$ cat src/design/adf_pkg.sv
package adf_pkg;

	localparam int ADF_MAX_REPORT_BYTES = 255;

	localparam logic [1:0] PROC_NONE    = 2'd0;
	localparam logic [1:0] PROC_LIMITED = 2'd1;
	localparam logic [1:0] PROC_GENERAL = 2'd2;

	localparam logic [7:0] AD_TYPE_FLAGS = 8'h01;
	localparam logic [7:0] LIMITED_BIT   = 8'h01;
	localparam logic [7:0] GENERAL_BIT   = 8'h02;

	typedef struct packed {
		logic [7:0] data_byte;
		logic [7:0] report_length;
		logic       first_byte;
	} item_t;

	typedef struct packed {
		logic       accept;
		logic       flags_found;
		logic [7:0] flags_value;
	} result_t;

	function automatic result_t verdict(input logic [1:0] proc, input logic seen,
		input logic [7:0] fbyte);
		result_t r;
		r.flags_found = seen;
		r.flags_value = seen ? fbyte : 8'd0;
		case (proc)
			PROC_NONE:    r.accept = 1'b1;
			PROC_LIMITED: r.accept = seen && ((fbyte & LIMITED_BIT) != 8'd0);
			PROC_GENERAL: r.accept = seen && ((fbyte & (LIMITED_BIT | GENERAL_BIT)) != 8'd0);
			default:      r.accept = 1'b0;
		endcase
		return r;
	endfunction

endpackage

$ cat src/design/adf_in_stage.sv
module adf_in_stage
	import adf_pkg::*;
(
	input  logic  clk,
	input  logic  arst_n,
	input  logic  in_valid,
	output logic  in_stall,
	input  item_t in_item,
	input  logic  take,
	output logic  valid_s1,
	output item_t item_s1
);

	assign in_stall = valid_s1 && !take;

	always_ff @(posedge clk or negedge arst_n) begin
		if (!arst_n) begin
			valid_s1 <= 1'b0;
		end else if (!in_stall) begin
			valid_s1 <= in_valid;
		end
	end

	always_ff @(posedge clk) begin
		if (in_valid && !in_stall) begin
			item_s1 <= in_item;
		end
	end

endmodule

$ cat src/design/adf_walk.sv
module adf_walk
	import adf_pkg::*;
#(
	parameter int MAX_REPORT_BYTES = ADF_MAX_REPORT_BYTES
) (
	input  logic       clk,
	input  logic       arst_n,
	input  logic       cfg_we,
	input  logic [1:0] cfg_wdata,
	input  logic       valid_s1,
	input  item_t      item_s1,
	input  logic       out_free,
	output logic       take,
	output logic       res_valid,
	output result_t    res
);

	localparam logic [7:0] MaxLen = 8'(MAX_REPORT_BYTES);

	logic [1:0] proc_q;
	logic [7:0] pos_q;
	logic [8:0] start_q;
	logic [7:0] slen_q;
	logic       stopped_q;
	logic       fseen_q;
	logic [7:0] fbyte_q;
	logic       inflags_q;

	logic [7:0] pos_d;
	logic [8:0] start_d;
	logic [7:0] slen_d;
	logic       stopped_d;
	logic       fseen_d;
	logic [7:0] fbyte_d;
	logic       inflags_d;
	logic [7:0] len;
	logic [7:0] b;
	logic       res_gen;

	always_comb begin
		len = (item_s1.report_length > MaxLen) ? MaxLen : item_s1.report_length;
		b = item_s1.data_byte;
		if (item_s1.first_byte) begin
			pos_d = '0; start_d = '0; slen_d = '0; stopped_d = 1'b0;
			fseen_d = 1'b0; fbyte_d = '0; inflags_d = 1'b0;
		end else begin
			pos_d = pos_q; start_d = start_q; slen_d = slen_q; stopped_d = stopped_q;
			fseen_d = fseen_q; fbyte_d = fbyte_q; inflags_d = inflags_q;
		end
		res_gen = 1'b0;
		if (len == 8'd0) begin
			pos_d = '0; start_d = '0; slen_d = '0; stopped_d = 1'b0;
			fseen_d = 1'b0; fbyte_d = '0; inflags_d = 1'b0;
			res_gen = 1'b1;
		end else if (pos_d < len) begin
			if (!stopped_d) begin
				if (inflags_d) begin
					if ({2'b0, pos_d} == {1'b0, start_d} + 10'd2) begin
						fbyte_d = b;
						fseen_d = 1'b1;
						inflags_d = 1'b0;
						stopped_d = 1'b1;
					end
				end else if ({1'b0, pos_d} == start_d) begin
					if (b == 8'd0 ||
						{1'b0, start_d} + 10'd1 + {2'b0, b} > {2'b0, len}) begin
						stopped_d = 1'b1;
					end else begin
						slen_d = b;
					end
				end else if ({2'b0, pos_d} == {1'b0, start_d} + 10'd1) begin
					if (b == AD_TYPE_FLAGS) begin
						if (slen_d == 8'd1) begin
							fbyte_d = '0;
							fseen_d = 1'b1;
							stopped_d = 1'b1;
						end else begin
							inflags_d = 1'b1;
						end
					end else begin
						start_d = 9'({1'b0, start_d} + 10'd1 + {2'b0, slen_d});
					end
				end
			end
			res_gen = ({1'b0, pos_d} + 9'd1 == {1'b0, len});
			pos_d = pos_d + 8'd1;
		end
		res = verdict(proc_q, fseen_d, fbyte_d);
	end

	assign take = valid_s1 && (!res_gen || out_free);
	assign res_valid = take && res_gen;

	always_ff @(posedge clk or negedge arst_n) begin
		if (!arst_n) begin
			proc_q    <= PROC_NONE;
			pos_q     <= '0;
			start_q   <= '0;
			slen_q    <= '0;
			stopped_q <= 1'b0;
			fseen_q   <= 1'b0;
			fbyte_q   <= '0;
			inflags_q <= 1'b0;
		end else begin
			if (cfg_we) begin
				proc_q <= cfg_wdata;
			end
			if (take) begin
				pos_q     <= pos_d;
				start_q   <= start_d;
				slen_q    <= slen_d;
				stopped_q <= stopped_d;
				fseen_q   <= fseen_d;
				fbyte_q   <= fbyte_d;
				inflags_q <= inflags_d;
			end
		end
	end

	// Found flags always end the walk, and a pending flags value means it is still running.
	a_seen_stops: assert property (@(posedge clk) disable iff (!arst_n)
		fseen_q |-> stopped_q) else $error("flags seen while walk still running");
	a_pending_running: assert property (@(posedge clk) disable iff (!arst_n)
		inflags_q |-> !stopped_q) else $error("flags value pending after walk ended");
	a_no_flags_zero: assert property (@(posedge clk) disable iff (!arst_n)
		!fseen_q |-> fbyte_q == 8'd0) else $error("flags byte set without flags");
	a_result_room: assert property (@(posedge clk) disable iff (!arst_n)
		res_valid |-> out_free) else $error("result word produced with no room");

endmodule

$ cat src/design/adf_out_stage.sv
module adf_out_stage
	import adf_pkg::*;
(
	input  logic    clk,
	input  logic    arst_n,
	input  logic    res_valid,
	input  result_t res,
	output logic    out_free,
	output logic    out_valid,
	input  logic    out_stall,
	output result_t out_res
);

	logic    valid_q;
	result_t res_q;

	assign out_free  = !valid_q || !out_stall;
	assign out_valid = valid_q;
	assign out_res   = res_q;

	always_ff @(posedge clk or negedge arst_n) begin
		if (!arst_n) begin
			valid_q <= 1'b0;
		end else if (res_valid) begin
			valid_q <= 1'b1;
		end else if (!out_stall) begin
			valid_q <= 1'b0;
		end
	end

	always_ff @(posedge clk) begin
		if (res_valid) begin
			res_q <= res;
		end
	end

endmodule

$ cat src/design/advertising_discovery_filter_top.sv
// A result word is registered and becomes valid in the cycle after the byte that completes the report is taken.
// Throughput: one byte per cycle while the input is not stalled; the walk state updates in the single compare stage.
// Bytes that do not end a report keep flowing while a result word waits downstream.
// A byte that ends a report waits in the input register until the result register is free.
// Reset clears the procedure to none, the walk state and both valid flags.
module advertising_discovery_filter_top
	import adf_pkg::*;
#(
	parameter int MAX_REPORT_BYTES = ADF_MAX_REPORT_BYTES
) (
	input  logic       clk,
	input  logic       arst_n,
	input  logic       cfg_we,
	input  logic [1:0] cfg_wdata,
	input  logic       in_valid,
	output logic       in_stall,
	input  logic [7:0] data_byte,
	input  logic [7:0] report_length,
	input  logic       first_byte,
	output logic       out_valid,
	input  logic       out_stall,
	output logic       accept,
	output logic       flags_found,
	output logic [7:0] flags_value
);

	item_t   in_item;
	item_t   item_s1;
	logic    valid_s1;
	logic    take;
	logic    res_valid;
	logic    out_free;
	result_t res;
	result_t out_res;

	assign in_item.data_byte     = data_byte;
	assign in_item.report_length = report_length;
	assign in_item.first_byte    = first_byte;

	adf_in_stage u_in (
		.clk      (clk),
		.arst_n   (arst_n),
		.in_valid (in_valid),
		.in_stall (in_stall),
		.in_item  (in_item),
		.take     (take),
		.valid_s1 (valid_s1),
		.item_s1  (item_s1)
	);

	adf_walk #(
		.MAX_REPORT_BYTES (MAX_REPORT_BYTES)
	) u_walk (
		.clk       (clk),
		.arst_n    (arst_n),
		.cfg_we    (cfg_we),
		.cfg_wdata (cfg_wdata),
		.valid_s1  (valid_s1),
		.item_s1   (item_s1),
		.out_free  (out_free),
		.take      (take),
		.res_valid (res_valid),
		.res       (res)
	);

	adf_out_stage u_out (
		.clk       (clk),
		.arst_n    (arst_n),
		.res_valid (res_valid),
		.res       (res),
		.out_free  (out_free),
		.out_valid (out_valid),
		.out_stall (out_stall),
		.out_res   (out_res)
	);

	assign accept      = out_res.accept;
	assign flags_found = out_res.flags_found;
	assign flags_value = out_res.flags_value;

endmodule
$ cat config.mk
export PLATFORM = sky130hd
export DESIGN_NAME = advertising_discovery_filter_top
export DESIGN_NICKNAME = d
export VERILOG_FILES = /design/src/design/adf_pkg.sv /design/src/design/adf_in_stage.sv /design/src/design/adf_walk.sv /design/src/design/adf_out_stage.sv /design/src/design/advertising_discovery_filter_top.sv
export SDC_FILE = /design/constraint.sdc
export NUM_CORES = 1
export LEC_CHECK = 0
export BUFFER_PORTS_ARGS = -buffer_cell sky130_fd_sc_hd__buf_2
export CORE_ASPECT_RATIO = 0.8
export CORE_MARGIN = 5
export CORE_UTILIZATION = 62
export CTS_CLUSTER_DIAMETER = 50
export DETAILED_ROUTE_END_ITERATION = 16
export HOLD_SLACK_MARGIN = 0.1
export PLACE_DENSITY = 0.87
export RECOVER_POWER = 25
export SLEW_MARGIN = 20
export SYNTH_ARGS = -nofsm -noshare
export SYNTH_HDL_FRONTEND = slang
export SYNTH_SLANG_ARGS = --single-unit
$ cat constraint.sdc
create_clock -name clk -period 5.5 [get_ports clk]
set_input_delay 0.275 -clock clk [delete_from_list [all_inputs] [get_ports clk]]
set_output_delay 0.275 -clock clk [all_outputs]
set_load 0.005 [all_outputs]
# [After elaboration in Yosys (flattened, before gate mapping)]
# Cells that the tools add are included.
[word_totals] latch_bits=0 romBits=0 out_inout_bits=12 ram_bits=0 n_memories=0 in_bits=24 word_cells=117 register_bits=67
[op_classes] reduce_logical=18 addsub=6 shift=0 mux=65 order_cmp=3 n_eq_ne=9 bitwise=0 div_mod_pow=0 multipliers=0
[op_table] cell="8-bit 2-to-1 mux" n=21
[op_table] cell="9-bit 2-to-1 mux" n=8
[op_table] cell="1-bit 2-to-1 mux" n=35
[op_table] cell="8-bit by 10-bit equality test with 1-bit output" n=2
[op_table] cell="8-bit by 1-bit equality test with 1-bit output, second input constant" n=2
[op_table] cell="8-bit logical NOT" n=2
[op_table] cell="10-bit by 8-bit adder with 10-bit output" n=1
[op_table] cell="9-bit by 1-bit adder with 10-bit output, second input constant" n=1
[op_table] cell="9-bit by 2-bit adder with 10-bit output, second input constant" n=1
[op_table] cell="10-bit by 8-bit greater-than comparator with 1-bit output" n=1
[op_table] cell="8-bit by 1-bit adder with 9-bit output, second input constant" n=1
[op_table] cell="9-bit by 8-bit adder with 9-bit output" n=1
[op_table] cell="8-bit by 9-bit equality test with 1-bit output" n=1
[op_table] cell="9-bit by 8-bit equality test with 1-bit output" n=1
[op_table] cell="8-bit by 1-bit adder with 8-bit output, second input constant" n=1
[op_table] cell="8-bit greater-than comparator, second input constant" n=1
[op_table] cell="8-bit less-than comparator" n=1
[op_table] cell="8-bit nonzero test" n=1
[op_table] cell="1-bit logical AND" n=6
[op_table] cell="1-bit logical NOT" n=5
[op_table] cell="1-bit logical OR" n=3
[op_table] cell="1-bit case mux with 3 select lines" n=1
[op_table] cell="2-bit by 1-bit equality test with 1-bit output, second input constant" n=1
[op_table] cell="2-bit equality test, second input constant" n=1
[op_table] cell="2 further kinds" n=2

# [Logic depth before layout (Yosys ltp)]
[logic_depth] word_depth=13 mapped_depth=24 depth_no_buf=19

# [Cells and area by module]
# From an unflattened synthesis, not the netlist that was laid out.
[hier_totals] cells_unflattened=537 hier_area_um2=4934.7
[by_module_without_submodules] mod="adf_walk" n_inst=1 area_per_inst_um2=4030.1 seq_area_each_um2=950.9 cells_each=502
[by_module_without_submodules] mod="adf_in_stage" n_inst=1 area_per_inst_um2=568.0 seq_area_each_um2=535.5 cells_each=22
[by_module_without_submodules] mod="adf_out_stage" n_inst=1 area_per_inst_um2=336.6 seq_area_each_um2=325.3 cells_each=13

# [Worst setup path after synthesis]
# No wires, ideal clock.
[synth_timing] kind="reg-to-reg" start="register, netlist name u_in.item_s1[0]" end="register u_walk.slen_q[0]" t_required_ns=5.348 setup_slack_ns=0.727 synth_period_minus_slack_ns=4.773 path_stages_with_launch=24 path_buffers=5 setup_ns=0.152 arrival_time_ns=4.621 cell_sequence="edfxtp_1 > buf_2 > buf_6 > buf_6 > clkbuf_1 > clkbuf_1 > nor2b_1 > ha_1 > nand2_1 > xor2_1 > nor2_1 > ha_1 > o21a_1 > o31a_1 > o21a_1 > nor2_1 > xnor2_1 > ha_1 > nand2_1 > o32ai_1 > o211ai_1 > a211o_1 > nor3_1 > o211ai_1"
[synth_via] elab_chain_len=11 word_cells_on_any_way=24 classes_between="add/sub (3); order compare (2); eq/ne (2); mux (13); reduce/logical (4)"
[synth_lines] item="9-bit 2-to-1 mux" line="adf_walk.sv:43" text="if (item_s1.first_byte) begin"
[synth_lines] item="9-bit by 1-bit adder with 10-bit output" line="adf_walk.sv:66" text="{1'b0, start_d} + 10'd1 + {2'b0, b} > {2'b0, len}) begin"
[synth_lines] item="10-bit by 8-bit adder with 10-bit output" line="adf_walk.sv:66"
[synth_lines] item="10-bit by 8-bit greater-than comparator with 1-bit output" line="adf_walk.sv:66"
[synth_lines] item="1-bit logical OR" line="adf_walk.sv:65" text="if (b == 8'd0 ||"
[synth_lines] item="8-bit 2-to-1 mux" line="adf_walk.sv:65"
[synth_lines] item="8-bit 2-to-1 mux" line="adf_walk.sv:64" text="end else if ({1'b0, pos_d} == start_d) begin"
[synth_lines] item="8-bit 2-to-1 mux" line="adf_walk.sv:57" text="if (inflags_d) begin"
[synth_lines] item="8-bit 2-to-1 mux" line="adf_walk.sv:56" text="if (!stopped_d) begin"
[synth_lines] item="8-bit 2-to-1 mux" line="adf_walk.sv:55" text="end else if (pos_d < len) begin"
[synth_lines] item="8-bit 2-to-1 mux" line="adf_walk.sv:51" text="if (len == 8'd0) begin"
[synth_lines] item="end signal, assigned" line="adf_walk.sv:111" text="slen_q <= slen_d;"
[synth_lines] item="end, declared" line="adf_walk.sv:23" text="logic [7:0] slen_q;"
# Several ways; a longest one is shown, not always the timed one.
# A chain may end at the register's enable or synchronous reset.

# [Final worst setup path]
[layout_timing] start="register u_walk.start_q[1]" end="register u_walk.slen_q[4]"
[layout_via] elab_chain_len=11 word_cells_on_any_way=12 classes_between="add/sub (2); order compare (1); eq/ne (1); mux (7); reduce/logical (1)"
[layout_lines] item="start, declared" line="adf_walk.sv:22" text="logic [8:0] start_q;"
[layout_lines] item="start signal, assigned" line="adf_walk.sv:110" text="start_q <= start_d;"
[layout_lines] item="9-bit 2-to-1 mux *" line="adf_walk.sv:43"
[layout_lines] item="9-bit by 1-bit adder with 10-bit output" line="adf_walk.sv:66"
[layout_lines] item="10-bit by 8-bit adder with 10-bit output" line="adf_walk.sv:66"
[layout_lines] item="10-bit by 8-bit greater-than comparator with 1-bit output" line="adf_walk.sv:66"
[layout_lines] item="1-bit logical OR" line="adf_walk.sv:65"
[layout_lines] item="8-bit 2-to-1 mux" line="adf_walk.sv:65"
[layout_lines] item="8-bit 2-to-1 mux *" line="adf_walk.sv:64"
[layout_lines] item="8-bit 2-to-1 mux *" line="adf_walk.sv:57"
[layout_lines] item="8-bit 2-to-1 mux *" line="adf_walk.sv:56"
[layout_lines] item="8-bit 2-to-1 mux *" line="adf_walk.sv:55"
[layout_lines] item="8-bit 2-to-1 mux *" line="adf_walk.sv:51"
# Mark *: on every way between the ends. The rest lies on a longest branch, timed or not.

==> results.tsv <==
metric	value	unit
Switching Fraction	0.361	
Detail Placement HPWL	12200	um
Max Clk Rate	210	MHz
Max Cap Viol	1	
first-pass GRT wire length	26500	um
library cells used by synthesis	79	
P_int	1.17	mW
critical path peak fanout	12	
area share of and/or/nand/nor cells after synthesis	0.224	
Worst Tran Pin Value	2.37	ns
CTS tree	yes	
Critical path origin	u_walk.start_q[1]$_DFFE_PN0P_	
number of synthesized flops with an enable pin	27	
clock transition at the registers of the reported paths	0.08	ns
Routed WL	16500	um
htree depth	3	
die height	94.6	um
CTS Sinks	67	
# port buffers	35	
Synth async-reset ratio	0.597	
# DRC	0	
leak pwr	2.57	nW
min cycle time layout	4.75	ns
Synth Register Bits	67	
mux cell area share after synthesis	0.0264	
Initial Util	0.646	
Area growth, synth to finish	11.3	%
Post-Synth Adder-Cell Area	0.0906	
maximum vdd drop	210	uV
hold slack	0.129	ns
Switch Pwr	660	uW
CTS buffer count	9	
syn_area_per_cell	9.28	um2
Synth Flop Type	dfrtp_1	
Comb pwr share	0.329	
sequential area share after synthesis	0.326	
Final Power	1.83	mW
Final ANT Viol Nets	0	
final count of negative-setup-slack endpoints	0	
Finished Layout Cells	754	
PD cells	296	mW/mm2
CP startpoint kind	flip-flop	
Worst Hold Class	primary input to flip-flop	
status	complete, but fails checks	
Compound-Gate Fraction of Synth Area	0.206	
reg2reg path depth	17	
Tot GR Track Use	0.313	
relative slew slack	-0.579	
cell count after placement	721	
WP data arrival	5.03	ns
Hold Path Origin	cfg_wdata[0]	
Worst Path Required	5.78	ns
initial antenna violation count	0	
Max Slew Vio Count	41	
CTS max path bufs	2	
Fillers	618	
drt first pass iters	5	
width of the chip	116	um
worst r2r src	u_walk.start_q[1]$_DFFE_PN0P_	
vias in the first global route	4995	
largest family of logic cells by synthesized area	simple AND/OR/NAND/NOR gates	
post-synthesis cell count	598	
routed len/inst	21.9	um
gr ovfl total	0	
Die Area	0.0110	mm2
Setup TNS	0	ns
CTS root buf	clkbuf_8	
Syn. warnings	0	
Clock power frac	0.300	
diode count	0	
Clock Latency Late Sink	0.36	ns
WHS Path Cells	3	
largest net degree at the start of global routing	41	
dpl cell area	0.00574	mm2
drt initial violations	705	
Critical Setup Path Class	flip-flop to flip-flop	
Nets	700	
via/cell ratio	6.70	
# rows	30	
Register Area	0.00181	mm2
floorplan core area	0.00860	mm2
Mapped Nets	661	
CP endpoint kind	flip-flop	
Final Hold Vio Count	0	
RSZ-0062 raised after global routing	false	
Clock Skew	0.00464	ns
I/O pins	36	
share of layout cells above drive strength 1	0.134	
xor and xnor area share after synthesis	0.0679	
finished layout cell area	0.00618	mm2
post-CTS setup buffer count	0	
Seq pwr share	0.371	
vias	5049	
GP Congestion	0.954	
failing checks	capacitance limit, slew limit	
post-route clock period utilization	0.865	
Post-Syn Area	0.00555	mm2
area of the multi-input gates	0.00342	mm2
worst paths after layout:
check                                           endpoint  slack (ns)
setup / recovery            u_walk.slen_q[4]$_DFFE_PN0P_        0.75
hold / removal              u_walk.proc_q[0]$_DFFE_PN0P_        0.13
setup reg to reg            u_walk.slen_q[4]$_DFFE_PN0P_        0.75
hold reg to reg            u_walk.fbyte_q[4]$_DFFE_PN0P_        0.51
max in group asynchronous  u_walk.fbyte_q[7]$_DFFE_PN0P_        3.51
min in group asynchronous  u_walk.start_q[4]$_DFFE_PN0P_        0.61
synthesized netlist by cell type (9+ instances only):
cell / instances / area share
a21oi_1: 23 / 0.021
and3_1: 12 / 0.014
buf_2: 11 / 0.0099
clkbuf_1: 14 / 0.0095
dfrtp_1: 40 / 0.18
edfxtp_1: 27 / 0.15
ha_1: 37 / 0.083
inv_1: 33 / 0.022
mux2i_1: 9 / 0.016
nand2_1: 39 / 0.026
nand3_1: 26 / 0.023
nand4_1: 19 / 0.021
nor2_1: 34 / 0.023
nor2b_1: 19 / 0.021
nor3_1: 14 / 0.013
nor4_1: 11 / 0.012
o211ai_1: 17 / 0.023
o21ai_0: 21 / 0.019
o2bb2ai_1: 10 / 0.016
xnor2_1: 24 / 0.038
xor2_1: 19 / 0.030
power groups by stage:
stage	combinational (mW)	sequential (mW)	clock (mW)
global route	0.657	0.688	0.571
global placement	0.549	0.679	0
floorplan	0.480	0.619	0
CTS	0.583	0.674	0.550
finish	0.601	0.680	0.549
detailed placement	0.569	0.685	0
layout make-up:
cell class	count	area share
clock inverter	5	0.0172
timing repair buffer	61	0.0665
inverter	34	0.0207
multi-input combinational	464	0.553
sequential	67	0.293
tap	112	0.0227
clock buffer	11	0.0263
stage by stage:
stage	util	setup slack (ns)
3_5_place_dp	0.668	0.952
4_1_cts	0.719	0.921
5_1_grt	0.718	0.410
2_1_floorplan	-	0.727
6_report	0.718	0.745
3_3_place_gp	0.668	1.15
metal layers:
metal / share of wire / global-route usage / vias to the layer above
met5: 0 / 0 / -
met4: 0.027 / 0.0976 / 0
met3: 0.096 / 0.0788 / 43
met1: 0.43 / 0.436 / 2403
met2: 0.45 / 0.482 / 295
li1: - / - / 2308
state kept, by name (all words and copies together), names as in the netlist:
register	cells
u_walk.start_q	9
u_walk.fseen_q	1
u_walk.stopped_q	1
u_out.out_valid	1
u_walk.proc_q	2
u_in.valid_s1	1
u_walk.inflags_q	1
u_walk.fbyte_q	8
u_out.out_res	10
u_in.item_s1	17
u_walk.slen_q	8
u_walk.pos_q	8
critical path, cell delays in order (launching register included):
cell and delay [ns]:
dfrtp_1 0.60, nor2b_1 0.21, ha_1 0.29, nand2_1 0.18, xor2_1 0.19, nor2_1 0.28
ha_1 0.24, o21ai_0 0.12, o21ai_0 0.35, nand2_1 0.12, xnor2_1 0.15, ha_1 0.29
nand2_1 0.07, o32ai_1 0.31, o211ai_1 0.29, a2111oi_4 0.62, nand4_1 0.19, o211ai_1 0.15
kinds of logic after synthesis:
logic type	Yosys count
xor+xnor	43
buf+inv	67
fa+ha+maj	39
simple gates	221
compound gates	147
flops	67
mux	14
cell usage in the layout, fill, tap and decap left out, types with 6 or more instances in the layout:
master         count
dlygate4sd3_1     17
xor2_1            19
buf_4              9
o2bb2ai_1         10
o211ai_1          17
dfrtp_1           40
a22oi_1            8
and2_1             6
nor2b_1           19
nand4_1           19
o21a_1             7
ha_1              37
a22o_1             8
nor2_1            34
nor3_1            14
mux2i_1            9
a21oi_1           23
nand3_1           26
nand2b_1           6
buf_2             33
nor4_1            11
edfxtp_1          27
clkbuf_8          10
inv_1             33
xnor2_1           24
o21ai_0           21
nand2_1           39
and3_1            12
what timing repair did:
item / in CTS / in global routing
setup endpoints to repair: 0 / 0
gates resized for setup: 0 / 0
endpoints found under the hold margin: 17 / 0
hold buffers: 17 / 0
Power figures use the tool's default switching activity.
